===== config.mk =====
export PLATFORM = sky130hd
export DESIGN_NAME = split_bitset_unit_flat
export DESIGN_NICKNAME = d
export VERILOG_FILES = /design/src/sbu_pkg.sv /design/src/sbu_if.sv /design/src/sbu_prep.sv /design/src/sbu_reduce.sv /design/src/sbu_result.sv /design/src/split_bitset_unit.sv /design/src/flat_wrapper.sv
export VERILOG_INCLUDE_DIRS = /design/src /design/src/src
export SDC_FILE = /design/constraint.sdc
export NUM_CORES = 1
export LEC_CHECK = 0
export BUFFER_PORTS_ARGS = -buffer_cell sky130_fd_sc_hd__buf_2
export CAP_MARGIN = 20
export CORE_ASPECT_RATIO = 0.9
export CORE_MARGIN = 8
export CORE_UTILIZATION = 35
export CTS_BUF_LIST = sky130_fd_sc_hd__clkbuf_16
export DETAILED_ROUTE_END_ITERATION = 8
export GPL_TIMING_DRIVEN = 0
export MAX_ROUTING_LAYER = met4
export PLACE_DENSITY_LB_ADDON = 0.1
export SYNTH_ARGS = -nofsm -noshare
export SYNTH_HDL_FRONTEND = slang
export SYNTH_SLANG_ARGS = --single-unit

===== constraint.sdc =====
create_clock -name clock -period 30.2 [get_ports clock]
set_input_delay 4.53 -clock clock [delete_from_list [all_inputs] [get_ports clock]]
set_output_delay 4.53 -clock clock [all_outputs]
set_load 0.005 [all_outputs]

===== src/assert_macros.svh =====
// assertion macros shared by the split bitset unit
`ifndef ASSERT_MACROS_SVH
`define ASSERT_MACROS_SVH

// same-cycle implication, checked on every rising clock edge outside reset
`define SBU_ASSERT_IMP(lbl, ante, cons) \
   lbl: assert property (@(posedge clock) disable iff (reset) (ante) |-> (cons)) \
      else $error("split bitset unit assertion failed");

// next-cycle implication
`define SBU_ASSERT_NXT(lbl, ante, cons) \
   lbl: assert property (@(posedge clock) disable iff (reset) (ante) |=> (cons)) \
      else $error("split bitset unit assertion failed");

`endif


===== src/sbu_pkg.sv =====
// types and constants of the split bitset unit
package sbu_pkg;

   localparam int DEF_SET_WIDTH = 64;
   localparam int CNT_W         = 7;
   localparam int CMD_W         = 3;
   localparam int IDX_W         = 6;
   localparam int GRP_BITS      = 8;
   localparam int GRP_CNT_W     = 4;
   localparam int GRP_IDX_W     = 3;

   localparam logic [CNT_W-1:0] COLOR_COUNT_RESET = 7'd64;

   typedef enum logic [CMD_W-1:0] {
      CMD_SET    = 3'd0,
      CMD_CLEAR  = 3'd1,
      CMD_TEST   = 3'd2,
      CMD_POS    = 3'd3,
      CMD_COMPL  = 3'd4,
      CMD_COUNT  = 3'd5,
      CMD_COMPAT = 3'd6,
      CMD_WEAK   = 3'd7
   } cmd_type;

   // per-item control travelling down the pipeline
   typedef struct packed {
      cmd_type          cmd;
      logic             option;
      logic [CNT_W-1:0] n;
      logic             a_lsb;
      logic             flag;
      logic             empty;
   } ctl_type;

endpackage


===== src/sbu_if.sv =====
// request and response channel interfaces of the split bitset unit
interface sbu_req_if #(
   parameter int SET_WIDTH = sbu_pkg::DEF_SET_WIDTH
) ();
   logic                        valid;
   logic                        ready;
   logic [sbu_pkg::CMD_W-1:0]   cmd;
   logic [SET_WIDTH-1:0]        set_a;
   logic [SET_WIDTH-1:0]        set_b;
   logic [SET_WIDTH-1:0]        set_c;
   logic [sbu_pkg::IDX_W-1:0]   bit_index;
   logic                        option;

   modport source (output valid, cmd, set_a, set_b, set_c, bit_index, option, input ready);
   modport sink (input valid, cmd, set_a, set_b, set_c, bit_index, option, output ready);
endinterface

interface sbu_rsp_if #(
   parameter int SET_WIDTH = sbu_pkg::DEF_SET_WIDTH
) ();
   logic                        valid;
   logic                        ready;
   logic [SET_WIDTH-1:0]        result_set;
   logic [sbu_pkg::CNT_W-1:0]   count;
   logic                        flag;
   logic                        empty_input;

   modport source (output valid, result_set, count, flag, empty_input, input ready);
   modport sink (input valid, result_set, count, flag, empty_input, output ready);
endinterface


===== src/sbu_prep.sv =====
// first stage: mask, bit update, split tests and per-byte count and top bit
`include "assert_macros.svh"

module sbu_prep #(
   parameter int SET_WIDTH = sbu_pkg::DEF_SET_WIDTH,
   parameter int NUM_GRP   = (SET_WIDTH + sbu_pkg::GRP_BITS - 1) / sbu_pkg::GRP_BITS
) (
   input  logic                                       clock,
   input  logic                                       reset,
   input  logic                                       in_valid,
   output logic                                       in_ready,
   input  sbu_pkg::cmd_type                           in_cmd,
   input  logic [SET_WIDTH-1:0]                       in_set_a,
   input  logic [SET_WIDTH-1:0]                       in_set_b,
   input  logic [SET_WIDTH-1:0]                       in_set_c,
   input  logic [sbu_pkg::IDX_W-1:0]                  in_bit_index,
   input  logic                                       in_option,
   input  logic [sbu_pkg::CNT_W-1:0]                  color_count,
   output logic                                       out_valid,
   input  logic                                       out_ready,
   output sbu_pkg::ctl_type                           out_ctl,
   output logic [SET_WIDTH-1:0]                       out_set_a,
   output logic [SET_WIDTH-1:0]                       out_mask,
   output logic [SET_WIDTH-1:0]                       out_upd,
   output logic [NUM_GRP*sbu_pkg::GRP_CNT_W-1:0]      out_grp_ones,
   output logic [NUM_GRP*sbu_pkg::GRP_IDX_W-1:0]      out_grp_top,
   output logic [NUM_GRP-1:0]                         out_grp_nz
);
   import sbu_pkg::*;

   localparam int PAD_W = NUM_GRP * GRP_BITS;
   localparam logic [CNT_W-1:0] N_MAX = CNT_W'(SET_WIDTH);

   logic                         valid_ff, valid_in;
   ctl_type                      ctl_ff, ctl_in;
   logic [SET_WIDTH-1:0]         set_a_ff;
   logic [SET_WIDTH-1:0]         mask_ff, mask_in;
   logic [SET_WIDTH-1:0]         upd_ff, upd_in;
   logic [NUM_GRP*GRP_CNT_W-1:0] grp_ones_ff, grp_ones_in;
   logic [NUM_GRP*GRP_IDX_W-1:0] grp_top_ff, grp_top_in;
   logic [NUM_GRP-1:0]           grp_nz_ff, grp_nz_in;

   logic [CNT_W-1:0]     n;
   logic [SET_WIDTH-1:0] bit_sel;
   logic [SET_WIDTH-1:0] am, bm, cm, na, nb, nc;
   logic [PAD_W-1:0]     am_pad, a_pad;
   logic                 pair_ok, weak_p, weak_q;

   assign in_ready = !valid_ff || out_ready;
   assign valid_in = in_ready ? in_valid : valid_ff;

   assign n       = (color_count > N_MAX) ? N_MAX : color_count;
   assign bit_sel = SET_WIDTH'(1) << in_bit_index;

   always_comb begin
      for (int i = 0; i < SET_WIDTH; i++) begin
         mask_in[i] = (CNT_W'(i) < n);
      end
   end

   assign am = in_set_a & mask_in;
   assign bm = in_set_b & mask_in;
   assign cm = in_set_c & mask_in;
   assign na = ~in_set_a & mask_in;
   assign nb = ~in_set_b & mask_in;
   assign nc = ~in_set_c & mask_in;

   assign pair_ok = !(|(am & bm)) || !(|(am & nb)) || !(|(na & bm)) || !(|(na & nb));
   assign weak_p  = !(|(am & bm & cm)) || !(|(am & nb & nc)) ||
                    !(|(na & bm & nc)) || !(|(na & nb & cm));
   assign weak_q  = !(|(na & nb & nc)) || !(|(na & bm & cm)) ||
                    !(|(am & nb & cm)) || !(|(am & bm & nc));

   // set keeps bits above the mask, clear drops them
   assign upd_in = (in_cmd == CMD_CLEAR) ? (in_set_a & ~bit_sel & mask_in)
                                         : (in_set_a | (bit_sel & mask_in));

   always_comb begin
      ctl_in        = '0;
      ctl_in.cmd    = in_cmd;
      ctl_in.option = in_option;
      ctl_in.n      = n;
      ctl_in.a_lsb  = in_set_a[0];
      ctl_in.empty  = (in_set_a == '0);
      case (in_cmd)
         CMD_TEST:   ctl_in.flag = |(in_set_a & bit_sel);
         CMD_COMPAT: ctl_in.flag = pair_ok;
         CMD_WEAK:   ctl_in.flag = weak_p && weak_q;
         default:    ctl_in.flag = 1'b0;
      endcase
   end

   assign am_pad = PAD_W'(am);
   assign a_pad  = PAD_W'(in_set_a);

   // byte-wise ones count and highest set bit
   always_comb begin
      logic [GRP_CNT_W-1:0] cnt;
      logic [GRP_IDX_W-1:0] top;
      grp_ones_in = '0;
      grp_top_in  = '0;
      grp_nz_in   = '0;
      for (int g = 0; g < NUM_GRP; g++) begin
         cnt = '0;
         top = '0;
         for (int k = 0; k < GRP_BITS; k++) begin
            cnt = cnt + GRP_CNT_W'(am_pad[g*GRP_BITS+k]);
            if (a_pad[g*GRP_BITS+k]) begin
               top = GRP_IDX_W'(k);
            end
         end
         grp_ones_in[g*GRP_CNT_W +: GRP_CNT_W] = cnt;
         grp_top_in[g*GRP_IDX_W +: GRP_IDX_W]  = top;
         grp_nz_in[g] = |a_pad[g*GRP_BITS +: GRP_BITS];
      end
   end

   always_ff @(posedge clock) begin
      if (reset) begin
         valid_ff <= 1'b0;
      end else begin
         valid_ff <= valid_in;
      end
   end

   always_ff @(posedge clock) begin
      if (in_valid && in_ready) begin
         ctl_ff      <= ctl_in;
         set_a_ff    <= in_set_a;
         mask_ff     <= mask_in;
         upd_ff      <= upd_in;
         grp_ones_ff <= grp_ones_in;
         grp_top_ff  <= grp_top_in;
         grp_nz_ff   <= grp_nz_in;
      end
   end

   assign out_valid    = valid_ff;
   assign out_ctl      = ctl_ff;
   assign out_set_a    = set_a_ff;
   assign out_mask     = mask_ff;
   assign out_upd      = upd_ff;
   assign out_grp_ones = grp_ones_ff;
   assign out_grp_top  = grp_top_ff;
   assign out_grp_nz   = grp_nz_ff;

   `SBU_ASSERT_NXT(a_prep_hold, valid_ff && !out_ready, valid_ff)

endmodule


===== src/sbu_reduce.sv =====
// second stage: total ones count and highest set bit index
`include "assert_macros.svh"

module sbu_reduce #(
   parameter int SET_WIDTH = sbu_pkg::DEF_SET_WIDTH,
   parameter int NUM_GRP   = (SET_WIDTH + sbu_pkg::GRP_BITS - 1) / sbu_pkg::GRP_BITS
) (
   input  logic                                       clock,
   input  logic                                       reset,
   input  logic                                       in_valid,
   output logic                                       in_ready,
   input  sbu_pkg::ctl_type                           in_ctl,
   input  logic [SET_WIDTH-1:0]                       in_set_a,
   input  logic [SET_WIDTH-1:0]                       in_mask,
   input  logic [SET_WIDTH-1:0]                       in_upd,
   input  logic [NUM_GRP*sbu_pkg::GRP_CNT_W-1:0]      in_grp_ones,
   input  logic [NUM_GRP*sbu_pkg::GRP_IDX_W-1:0]      in_grp_top,
   input  logic [NUM_GRP-1:0]                         in_grp_nz,
   output logic                                       out_valid,
   input  logic                                       out_ready,
   output sbu_pkg::ctl_type                           out_ctl,
   output logic [SET_WIDTH-1:0]                       out_set_a,
   output logic [SET_WIDTH-1:0]                       out_mask,
   output logic [SET_WIDTH-1:0]                       out_upd,
   output logic [sbu_pkg::CNT_W-1:0]                  out_ones,
   output logic [sbu_pkg::CNT_W-1:0]                  out_top
);
   import sbu_pkg::*;

   logic                 valid_ff, valid_in;
   ctl_type              ctl_ff;
   logic [SET_WIDTH-1:0] set_a_ff, mask_ff, upd_ff;
   logic [CNT_W-1:0]     ones_ff, ones_in;
   logic [CNT_W-1:0]     top_ff, top_in;

   assign in_ready = !valid_ff || out_ready;
   assign valid_in = in_ready ? in_valid : valid_ff;

   always_comb begin
      ones_in = '0;
      top_in  = '0;
      for (int g = 0; g < NUM_GRP; g++) begin
         ones_in = ones_in + CNT_W'(in_grp_ones[g*GRP_CNT_W +: GRP_CNT_W]);
         // highest non-empty byte wins
         if (in_grp_nz[g]) begin
            top_in = CNT_W'(g * GRP_BITS) + CNT_W'(in_grp_top[g*GRP_IDX_W +: GRP_IDX_W]);
         end
      end
   end

   always_ff @(posedge clock) begin
      if (reset) begin
         valid_ff <= 1'b0;
      end else begin
         valid_ff <= valid_in;
      end
   end

   always_ff @(posedge clock) begin
      if (in_valid && in_ready) begin
         ctl_ff   <= in_ctl;
         set_a_ff <= in_set_a;
         mask_ff  <= in_mask;
         upd_ff   <= in_upd;
         ones_ff  <= ones_in;
         top_ff   <= top_in;
      end
   end

   assign out_valid = valid_ff;
   assign out_ctl   = ctl_ff;
   assign out_set_a = set_a_ff;
   assign out_mask  = mask_ff;
   assign out_upd   = upd_ff;
   assign out_ones  = ones_ff;
   assign out_top   = top_ff;

   `SBU_ASSERT_IMP(a_ones_in_range, valid_ff, ones_ff <= ctl_ff.n)

endmodule


===== src/sbu_result.sv =====
// third stage: complement decision, count selection and response register
`include "assert_macros.svh"

module sbu_result #(
   parameter int SET_WIDTH = sbu_pkg::DEF_SET_WIDTH
) (
   input  logic                        clock,
   input  logic                        reset,
   input  logic                        in_valid,
   output logic                        in_ready,
   input  sbu_pkg::ctl_type            in_ctl,
   input  logic [SET_WIDTH-1:0]        in_set_a,
   input  logic [SET_WIDTH-1:0]        in_mask,
   input  logic [SET_WIDTH-1:0]        in_upd,
   input  logic [sbu_pkg::CNT_W-1:0]   in_ones,
   input  logic [sbu_pkg::CNT_W-1:0]   in_top,
   output logic                        out_valid,
   input  logic                        out_ready,
   output logic [SET_WIDTH-1:0]        out_result_set,
   output logic [sbu_pkg::CNT_W-1:0]   out_count,
   output logic                        out_flag,
   output logic                        out_empty_input
);
   import sbu_pkg::*;

   logic                 valid_ff, valid_in;
   logic [SET_WIDTH-1:0] result_set_ff, result_set_in;
   logic [CNT_W-1:0]     count_ff, count_in;
   logic                 flag_ff, flag_in;
   logic                 empty_ff, empty_in;

   logic [CNT_W:0]   twice_ones, n_ext;
   logic [CNT_W-1:0] zeros;
   logic             keep;

   assign in_ready = !valid_ff || out_ready;
   assign valid_in = in_ready ? in_valid : valid_ff;

   assign twice_ones = {in_ones, 1'b0};
   assign n_ext      = {1'b0, in_ctl.n};
   assign zeros      = in_ctl.n - in_ones;
   // tie on an even split keeps the set when bit 0 is one
   assign keep = in_ctl.option &&
                 ((twice_ones < n_ext) || ((twice_ones == n_ext) && in_ctl.a_lsb));

   always_comb begin
      result_set_in = '0;
      count_in      = '0;
      flag_in       = 1'b0;
      empty_in      = 1'b0;
      unique case (in_ctl.cmd) inside
         CMD_SET, CMD_CLEAR: result_set_in = in_upd;
         CMD_TEST, CMD_COMPAT, CMD_WEAK: flag_in = in_ctl.flag;
         CMD_POS: begin
            empty_in = in_ctl.empty;
            count_in = in_ctl.empty ? '0 : in_top;
         end
         CMD_COMPL: begin
            if (keep) begin
               result_set_in = in_set_a;
            end else begin
               result_set_in = ~in_set_a & in_mask;
               flag_in       = 1'b1;
            end
         end
         CMD_COUNT: begin
            count_in = (in_ctl.option && (zeros > in_ones)) ? zeros : in_ones;
         end
         default: begin
         end
      endcase
   end

   always_ff @(posedge clock) begin
      if (reset) begin
         valid_ff <= 1'b0;
      end else begin
         valid_ff <= valid_in;
      end
   end

   always_ff @(posedge clock) begin
      if (in_valid && in_ready) begin
         result_set_ff <= result_set_in;
         count_ff      <= count_in;
         flag_ff       <= flag_in;
         empty_ff      <= empty_in;
      end
   end

   assign out_valid       = valid_ff;
   assign out_result_set  = result_set_ff;
   assign out_count       = count_ff;
   assign out_flag        = flag_ff;
   assign out_empty_input = empty_ff;

   `SBU_ASSERT_IMP(a_count_in_range, valid_ff, count_ff <= CNT_W'(SET_WIDTH))
   `SBU_ASSERT_IMP(a_empty_quiet, valid_ff && empty_ff,
      count_ff == '0 && result_set_ff == '0 && !flag_ff)

endmodule


===== src/split_bitset_unit.sv =====
// top level of the split bitset unit
// Each request carries a command and up to three colour bitsets and yields exactly one
// response: set, clear and test a bit, highest set bit, complement, ones count, and the
// pairwise and three-way split compatibility tests; all but the bit test and highest set
// bit use a mask of the low color_count bits written through the csr port. The unit is a
// three-stage pipeline (masking, split tests and per-byte counts; byte sum and top-bit
// combine; final selection into the response register); a request passes the prep, reduce
// and result registers in turn, and one request is taken every clock while the response
// side is ready. Backpressure on the response side stalls the stages in turn; a stage with
// a free slot keeps accepting. color_count resets to 64 and is clamped to SET_WIDTH when used.
module split_bitset_unit #(
   parameter int SET_WIDTH = sbu_pkg::DEF_SET_WIDTH
) (
   input  logic                        clock,
   input  logic                        reset,
   sbu_req_if.sink                     req_ch,
   sbu_rsp_if.source                   rsp_ch,
   input  logic                        csr_wr_en,
   input  logic [sbu_pkg::CNT_W-1:0]   csr_wr_data
);
   import sbu_pkg::*;

   localparam int NUM_GRP = (SET_WIDTH + GRP_BITS - 1) / GRP_BITS;

   logic [CNT_W-1:0] color_count_ff, color_count_in;

   logic                         s1_valid, s1_ready;
   ctl_type                      s1_ctl;
   logic [SET_WIDTH-1:0]         s1_set_a, s1_mask, s1_upd;
   logic [NUM_GRP*GRP_CNT_W-1:0] s1_grp_ones;
   logic [NUM_GRP*GRP_IDX_W-1:0] s1_grp_top;
   logic [NUM_GRP-1:0]           s1_grp_nz;

   logic                 s2_valid, s2_ready;
   ctl_type              s2_ctl;
   logic [SET_WIDTH-1:0] s2_set_a, s2_mask, s2_upd;
   logic [CNT_W-1:0]     s2_ones, s2_top;

   assign color_count_in = csr_wr_en ? csr_wr_data : color_count_ff;

   always_ff @(posedge clock) begin
      if (reset) begin
         color_count_ff <= COLOR_COUNT_RESET;
      end else begin
         color_count_ff <= color_count_in;
      end
   end

   sbu_prep #(
      .SET_WIDTH (SET_WIDTH),
      .NUM_GRP   (NUM_GRP)
   ) u_prep (
      .clock        (clock),
      .reset        (reset),
      .in_valid     (req_ch.valid),
      .in_ready     (req_ch.ready),
      .in_cmd       (cmd_type'(req_ch.cmd)),
      .in_set_a     (req_ch.set_a),
      .in_set_b     (req_ch.set_b),
      .in_set_c     (req_ch.set_c),
      .in_bit_index (req_ch.bit_index),
      .in_option    (req_ch.option),
      .color_count  (color_count_ff),
      .out_valid    (s1_valid),
      .out_ready    (s1_ready),
      .out_ctl      (s1_ctl),
      .out_set_a    (s1_set_a),
      .out_mask     (s1_mask),
      .out_upd      (s1_upd),
      .out_grp_ones (s1_grp_ones),
      .out_grp_top  (s1_grp_top),
      .out_grp_nz   (s1_grp_nz)
   );

   sbu_reduce #(
      .SET_WIDTH (SET_WIDTH),
      .NUM_GRP   (NUM_GRP)
   ) u_reduce (
      .clock       (clock),
      .reset       (reset),
      .in_valid    (s1_valid),
      .in_ready    (s1_ready),
      .in_ctl      (s1_ctl),
      .in_set_a    (s1_set_a),
      .in_mask     (s1_mask),
      .in_upd      (s1_upd),
      .in_grp_ones (s1_grp_ones),
      .in_grp_top  (s1_grp_top),
      .in_grp_nz   (s1_grp_nz),
      .out_valid   (s2_valid),
      .out_ready   (s2_ready),
      .out_ctl     (s2_ctl),
      .out_set_a   (s2_set_a),
      .out_mask    (s2_mask),
      .out_upd     (s2_upd),
      .out_ones    (s2_ones),
      .out_top     (s2_top)
   );

   sbu_result #(
      .SET_WIDTH (SET_WIDTH)
   ) u_result (
      .clock           (clock),
      .reset           (reset),
      .in_valid        (s2_valid),
      .in_ready        (s2_ready),
      .in_ctl          (s2_ctl),
      .in_set_a        (s2_set_a),
      .in_mask         (s2_mask),
      .in_upd          (s2_upd),
      .in_ones         (s2_ones),
      .in_top          (s2_top),
      .out_valid       (rsp_ch.valid),
      .out_ready       (rsp_ch.ready),
      .out_result_set  (rsp_ch.result_set),
      .out_count       (rsp_ch.count),
      .out_flag        (rsp_ch.flag),
      .out_empty_input (rsp_ch.empty_input)
   );

endmodule

===== src/flat_wrapper.sv =====
// flat-port wrapper written by rule: the top's interface ports become plain ports
module split_bitset_unit_flat import sbu_pkg::*;
#(
   parameter int SET_WIDTH = sbu_pkg::DEF_SET_WIDTH
)
  (clock, reset, csr_wr_en, csr_wr_data, req_ch_valid, req_ch_cmd, req_ch_set_a, req_ch_set_b, req_ch_set_c, req_ch_bit_index, req_ch_option, req_ch_ready, rsp_ch_valid, rsp_ch_result_set, rsp_ch_count, rsp_ch_flag, rsp_ch_empty_input, rsp_ch_ready);
  sbu_req_if #(.SET_WIDTH(SET_WIDTH)) req_ch_i ();
  sbu_rsp_if #(.SET_WIDTH(SET_WIDTH)) rsp_ch_i ();
  input  logic clock;
  input  logic reset;
  input  logic csr_wr_en;
  input  logic [sbu_pkg::CNT_W-1:0] csr_wr_data;
  input wire logic [$bits(req_ch_i.valid)-1:0] req_ch_valid;
  input wire logic [$bits(req_ch_i.cmd)-1:0] req_ch_cmd;
  input wire logic [$bits(req_ch_i.set_a)-1:0] req_ch_set_a;
  input wire logic [$bits(req_ch_i.set_b)-1:0] req_ch_set_b;
  input wire logic [$bits(req_ch_i.set_c)-1:0] req_ch_set_c;
  input wire logic [$bits(req_ch_i.bit_index)-1:0] req_ch_bit_index;
  input wire logic [$bits(req_ch_i.option)-1:0] req_ch_option;
  output wire logic [$bits(req_ch_i.ready)-1:0] req_ch_ready;
  output wire logic [$bits(rsp_ch_i.valid)-1:0] rsp_ch_valid;
  output wire logic [$bits(rsp_ch_i.result_set)-1:0] rsp_ch_result_set;
  output wire logic [$bits(rsp_ch_i.count)-1:0] rsp_ch_count;
  output wire logic [$bits(rsp_ch_i.flag)-1:0] rsp_ch_flag;
  output wire logic [$bits(rsp_ch_i.empty_input)-1:0] rsp_ch_empty_input;
  input wire logic [$bits(rsp_ch_i.ready)-1:0] rsp_ch_ready;
  assign req_ch_i.valid = req_ch_valid;
  assign req_ch_i.cmd = req_ch_cmd;
  assign req_ch_i.set_a = req_ch_set_a;
  assign req_ch_i.set_b = req_ch_set_b;
  assign req_ch_i.set_c = req_ch_set_c;
  assign req_ch_i.bit_index = req_ch_bit_index;
  assign req_ch_i.option = req_ch_option;
  assign req_ch_ready = req_ch_i.ready;
  assign rsp_ch_valid = rsp_ch_i.valid;
  assign rsp_ch_result_set = rsp_ch_i.result_set;
  assign rsp_ch_count = rsp_ch_i.count;
  assign rsp_ch_flag = rsp_ch_i.flag;
  assign rsp_ch_empty_input = rsp_ch_i.empty_input;
  assign rsp_ch_i.ready = rsp_ch_ready;
  split_bitset_unit #(.SET_WIDTH(SET_WIDTH)) u_core (.clock(clock), .reset(reset), .req_ch(req_ch_i), .rsp_ch(rsp_ch_i), .csr_wr_en(csr_wr_en), .csr_wr_data(csr_wr_data));
endmodule

==> metrics.txt, run 1 <==
outcome=complete, no violations; Post-Syn Area=31,900 sq um; max-cap check violation count=0; DP Worst Slack=20,050 ps; post-DR vias/cell=6.62; IO Count=289; reg-to-reg setup timing slack=23,050 ps; CTS root buffer=clkbuf_16; Setup-failing EPs final=0; Synth Flop Type=edfxtp_1; CP endpoint=req_ch_ready; Area growth, synth to finish=18.1%; worst setup path start=rsp_ch_ready; leak pwr=13.7 nW; sw power=0.000958 W; internal cell power=0.00170 W; post-CTS sizing=0; Yosys top cell area share=0.525; Synth warnings=0; antenna-violating nets left=0; CP required=25,670 ps; full die area=101,000 sq um; antenna violations before repair=49; top post-synthesis cells by area=edfxtp_1 53%, fa_1 3.5%, o21ai_0 2.8%, nand2_1 2.7%, mux2i_1 2.5%; num rows=105; routed wire length=214,000 um; CP endpoint kind=output pin; GP Congestion=1.18; DRC viols=0; H-tree Lvls=2; Synth area leader=edfxtp_1; library cells used by synthesis=104; RSZ-0062 raised after global routing=false; Initial Util=0.351; Worst VDD drop=0.113 mV; dpl cells=4,496; switching share of power=0.361; fmax=0.0987 GHz; sequential element share of the synthesized area=0.532; Gate power share=0.358; worst min path class=register to register; share of flip-flops with an asynchronous set or reset=0; ratio of cells with drive above 1 in the final layout=0.149; Post-synth EDFFs=558; Total Negative Setup Slacks=0 ps; Slew Viols, Final=0; die height=302 um; Storage cell area=17,000 sq um; Overflow after GRT=0; Fillers=8,671; min cycle time layout=10,130 ps; die width=334 um; Worst-Margin Slew=1320 ps; CTS tree=done; DR pass1 iterations=6; arrival time of the worst setup path=5600 ps; P per Cell Area=70.5 nW/um^2; fin worst setup slack=20,070 ps; port bufs=264; Slew HR=0.116; Clock Sinks=568; clock skew=23.7 ps; Inserted Clock Buffers=55; vias in the first global route=29,351; Final Cycle Share=0.335; first-pass GRT wire length=275,000 um; core region area=90,800 sq um; Setup crit start kind=primary input; clock power share=0.269; fin cells=4,636; Syn Area/Cell=10.8 sq um; clk_lat worst skew=640 ps; drt wl/cell=46.2 um; r2r endpoint=u_core.u_prep.out_ctl[1]; global-route usage over all layers=0.421; post-synthesis register bit count=568; CP Class=primary input to output pin; pin count of the biggest net entering global routing=33; DP HPWL=176,000 um; final hold vios=0; R2R Path Start=u_core.color_count_ff[5]; number of DRC markers after the initial detailed-route iteration=5,288; Worst Reg-to-Reg Cells=11; Longest Clk Path Bufs=3; fin nets=3,646; Post-CTS Hold Fix Bufs=0; Post-CTS Setup Bufs=0; Crit Path Max Fanout=6; Syn Nets=3,268; Flop pwr share=0.373; synthesized instance count=2,948; Multi-input gate area=13,500 sq um; clock edge transition at the registers on the reported setup and hold paths=60 ps; via count=30,687
==> synthesized netlist by cell type (19+ instances only) <==
master     instances
fa_1              56
edfxtp_1         558
nor2b_1           99
and2_1            28
or3_1             20
nor2_1           174
nand2_1          228
nor4_1            53
o22ai_1           40
nor3b_1           27
clkbuf_1         130
o211ai_1          22
nand3_1          109
a221oi_1          19
nand4_1           65
o2111ai_1         22
nand2b_1          22
a2111oi_0         24
o32ai_1           28
inv_1            209
o21ai_0          177
ha_1              50
mux2i_1           81
a22o_1            20
a21oi_1          128
nor3_1            86
a22oi_1           30
inv_2             19
nand3b_1          26
o31ai_1           55
==> cell type report <==
type | instances | share of cell area
Multi-Input combinational cell | 1981 | 0.358
Timing Repair Buffer | 321 | 0.0569
Clock inverter | 46 | 0.0130
Clock buffer | 56 | 0.0372
Sequential cell | 568 | 0.450
Buffer | 171 | 0.0186
Tap cell | 1230 | 0.0409
Antenna cell | 35 | 0.00233
Inverter | 228 | 0.0227
==> worst min path at each step <==
stage / from / end / depth (start not counted)
2_1_floorplan: u_core.u_prep.out_ctl[0] / u_core.u_reduce.out_ctl[0] / 0
3_3_place_gp: u_core.u_prep.out_set_a[55] / u_core.u_reduce.out_set_a[55] / 0
3_5_place_dp: u_core.u_prep.out_mask[20] / u_core.u_reduce.out_mask[20] / 0
4_1_cts: u_core.u_prep.out_set_a[18] / u_core.u_reduce.out_set_a[18] / 0
5_1_grt: u_core.u_prep.out_mask[53] / u_core.u_reduce.out_mask[53] / 0
6_report: u_core.u_prep.out_mask[53] / u_core.u_reduce.out_mask[53] / 0
==> power groups by stage <==
stage | Sequential, W | Clock [W] | Combinational, W
after floorplan | 0.00102 | 0 | 0.000489
after global placement | 0.00103 | 0 | 0.000877
after detailed placement | 0.00101 | 0 | 0.000903
after CTS | 0.000992 | 0.000724 | 0.000927
after global routing | 0.000997 | 0.000752 | 0.00101
final | 0.000991 | 0.000714 | 0.000950
==> metal layers <==
layer	global-route usage	vias up	part of all wire
li1	-	12033	-
met1	0.525	15331	0.39
met2	0.590	2618	0.41
met3	0.131	705	0.12
met4	0.269	0	0.083
met5	-	-	0
==> state kept, by name, summed over array words and instances (netlist names), 13 cells and up <==
name	cells
u_core.u_reduce.out_set_a	64
u_core.u_prep.out_mask	63
u_core.u_result.out_result_set	64
u_core.u_prep.out_ctl	13
u_core.u_prep.out_set_a	64
u_core.u_prep.out_grp_ones	32
u_core.u_reduce.out_mask	63
u_core.u_reduce.out_upd	64
u_core.u_prep.out_upd	64
u_core.u_prep.out_grp_top	24
u_core.u_reduce.out_ctl	13
==> logic make-up (layout without fill, tap and decap cells) <==
| group | count (synthesis) | after routing | synth area share |
|---|---|---|---|
| and+or+nand+nor | 1017 | 1017 | 0.168 |
| AOI/OAI and AO/OA | 758 | 758 | 0.166 |
| DFF | 568 | 568 | 0.532 |
| buffers and inverters | 399 | 822 | 0.0488 |
| adders and majority gates | 106 | 106 | 0.0548 |
| muxes | 83 | 83 | 0.0261 |
| xor gates and xnor gates | 17 | 17 | 0.00467 |
| other | 0 | 35 | 0 |
==> stage by stage <==
stage / utilization / hold slack (ps) / power, W / cell area (sq um)
floorplan: - / 400 / 0.00150 / 31900
global placement: 0.383 / 401 / 0.00191 / 34700
detailed placement: 0.393 / 405 / 0.00191 / 35600
CTS: 0.413 / 416 / 0.00264 / 37500
global route: 0.414 / 420 / 0.00275 / 37600
finish: 0.415 / 413 / 0.00266 / 37600
==> worst max-delay path, cell delays in order <==
cell and delay [ps]:
buf_2 90, nor2b_1 590, nand3_1 200, buf_2 180
==> layout by cell type, fill, tap and decap left out, types with 28 or more instances in the layout <==
cell type / count
nor4_1: 52
clkbuf_16: 56
mux2i_1: 81
clkbuf_1: 130
a22oi_1: 30
a21oi_1: 127
nor2_1: 173
inv_1: 219
o22ai_1: 40
nor2b_1: 98
ha_1: 50
diode_2: 35
o31ai_1: 54
nor3_1: 83
and2_1: 28
fa_1: 56
nand4_1: 65
edfxtp_1: 558
o32ai_1: 28
nand3_1: 109
buf_2: 287
nand2_1: 228
o21ai_0: 176
Power figures use the tool's default switching activity.
==> run 2, diff against run 1 <==
ABC_AREA = 1   (was not set)
clock period = 10.5 ns   (was 30.2 ns; I/O delays follow)
==> run 2 against run 1 <==
Clock skew increased by 22 ps. Clock-buffer cell count increased by 5. Utilization shrank 0.82 points. Highest routed layer unchanged. First-iteration DRC count shrank 33%. Critical path depth grew 11. Setup slack got worse by 15000 ps. Hold slack lost 5.3 ps. Via count fell by 2.1%. Total power grew to 2.7 times the previous value.
==> metrics.txt, run 2 <==
outcome=complete, no violations; Synth warnings=0; CTS root buffer=clkbuf_16; Setup crit start kind=register; number of DRC markers after the initial detailed-route iteration=3,530; global-route usage over all layers=0.285; CP endpoint kind=register; Worst Reg-to-Reg Cells=15; cell with the most instances after synthesis=nand2_1; reg-to-reg setup timing slack=4820 ps; DRC viols=0; synthesized instance count=3,948; DR pass1 iterations=6; Inserted Clock Buffers=61; Synth area leader=edfxtp_1; num rows=107; sw power=0.00245 W; post-synthesis register bit count=568; P per Cell Area=185 nW/um^2; die height=308 um; fmax=0.176 GHz; DP HPWL=123,000 um; Post-CTS Hold Fix Bufs=0; Setup-failing EPs final=0; Crit Path Max Fanout=10; Initial Util=0.351; most common cell after layout, fill and taps aside=nand2_1; arrival time of the worst setup path=6100 ps; share of flip-flops with an asynchronous set or reset=0; top post-synthesis cells by area=edfxtp_1 51%, nand2_1 11%, nor2_1 6.1%, inv_1 5.9%, nand3_1 5.4%; sequential element share of the synthesized area=0.512; Final Cycle Share=0.541; Post-CTS Setup Bufs=0; vias in the first global route=28,248; top cells by count, synth=1,004 x nand2_1, 558 x edfxtp_1, 535 x nor2_1; Post-synth EDFFs=558; drt wl/cell=26.8 um; hold path startpoint=u_core.u_prep.out_upd[24]; internal cell power=0.00463 W; leak pwr=17.3 nW; Worst VDD drop=0.585 mV; leading cell types in the layout, fill and taps excluded=1,004 x nand2_1, 558 x edfxtp_1, 535 x nor2_1, 534 x inv_1, 358 x nand3_1; fin nets=4,624; max-cap check violation count=0; H-tree Lvls=2; Flop pwr share=0.399; WHS Endpoint=u_core.u_reduce.out_upd[24]; full die area=105,000 sq um; worst min path class=register to register; Yosys top cell area share=0.506; ratio of cells with drive above 1 in the final layout=0.105; Area growth, synth to finish=15.8%; clock edge transition at the registers on the reported setup and hold paths=70 ps; Longest Clk Path Bufs=3; RSZ-0062 raised after global routing=false; Slew Viols, Final=0; CTS tree=done; Clock Sinks=568; Gate power share=0.304; r2r endpoint=u_core.u_prep.out_grp_ones[18]; antenna violations before repair=27; first-pass GRT wire length=209,000 um; GP Congestion=1.04; antenna-violating nets left=0; Hold Path Cell Cnt=0; Synth Flop Type=edfxtp_1; min cycle time layout=5680 ps; clock skew=45.6 ps; core region area=94,300 sq um; Pwr Total=0.00708 W; Post-Syn Area=33,100 sq um; post-CTS sizing=0; Slew HR=0.198; CP Class=register to register; Overflow after GRT=0; final hold vios=0; switching share of power=0.346; IO Count=289; library cells used by synthesis=46; Fillers=9,716; via count=30,030; R2R Path Start=u_core.color_count_ff[6]; clock power share=0.297; port bufs=282; Syn Area/Cell=8.38 sq um; hold slack=408 ps; CP required=10,920 ps; pin count of the biggest net entering global routing=125; clk_lat worst skew=670 ps; die width=340 um; routed wire length=150,000 um; Worst-Margin Slew=1200 ps; post-DR vias/cell=5.34; Syn Nets=4,268
[run 2: worst max path at each step]
stage / startpoint / to / slack (ps) / depth (start not counted)
after floorplan: rsp_ch_ready / u_core.u_prep.out_ctl[0] / 2800 / 6
after global placement: rsp_ch_ready / u_core.u_prep.out_mask[2] / -680 / 7
after detailed placement: req_ch_set_a[41] / u_core.u_prep.out_grp_ones[22] / 4760 / 13
after CTS: u_core.color_count_ff[6] / u_core.u_prep.out_grp_ones[18] / 4900 / 15
after global routing: u_core.color_count_ff[6] / u_core.u_prep.out_grp_ones[18] / 4600 / 15
final: u_core.color_count_ff[6] / u_core.u_prep.out_grp_ones[18] / 4820 / 15
[run 2: cell families (layout without fill, tap and decap cells)]
logic type / count (synthesis) / in the layout / share of synthesized area
other cells: 0 / 17 / 0
simple gates: 2151 / 2151 / 0.276
buf+inv: 643 / 1051 / 0.0746
fa+ha+maj: 106 / 106 / 0.0528
xor+xnor: 14 / 14 / 0.00370
compound gates: 466 / 466 / 0.0802
flops: 568 / 568 / 0.512
[run 2: power by group through the flow]
stage                     registers, W  clock network (W)  logic, W
after floorplan                0.00287                  0   0.00135
after global placement         0.00291                  0   0.00211
after detailed placement       0.00288                  0   0.00215
after CTS                      0.00283            0.00215   0.00217
after global routing           0.00284            0.00224   0.00243
final                          0.00283            0.00210   0.00215
[run 2: routing by layer]
metal	wire, um	up-vias	GRT usage
met5	0	-	-
met4	5000	0	0.0887
met3	12500	229	0.0581
met2	64700	1326	0.416
met1	68300	14405	0.398
li1	-	14070	-
[run 2: worst max-delay path, stage by stage (launching register included)]
cell     delay, ps
dfxtp_1        310
buf_4          250
inv_4          110
buf_6          170
o21ai_0        200
nand2_1        490
o21ai_0        840
nor2_1         280
fa_1           610
inv_1           60
fa_1           510
fa_1           570
inv_1           50
ha_1           210
fa_1           380
xor2_1         390
[run 2: final cells by class]
cell class	count	area, sq um	share of cell area
flip-flops and latches	568	17000	0.443
plain buffers	94	405	0.0106
clock buffers	61	1530	0.0398
diodes	17	42.5	0.00111
repair buffers	293	1630	0.0425
clock inverters	54	422	0.0110
well taps	1253	1570	0.0409
multi-input cells	2737	13700	0.357
inverters	549	2080	0.0542
[run 2: per-stage QoR]
stage	setup WS, ps	area, sq um	instances	setup TNS, ps	utilization
floorplan	2800	33100	3948	0	-
global placement	-678	36100	5483	-159600	0.383
detailed placement	4760	36300	5493	0	0.385
CTS	4900	38300	5608	0	0.406
global route	4600	38300	5623	0	0.406
finish	4820	38300	5626	0	0.407
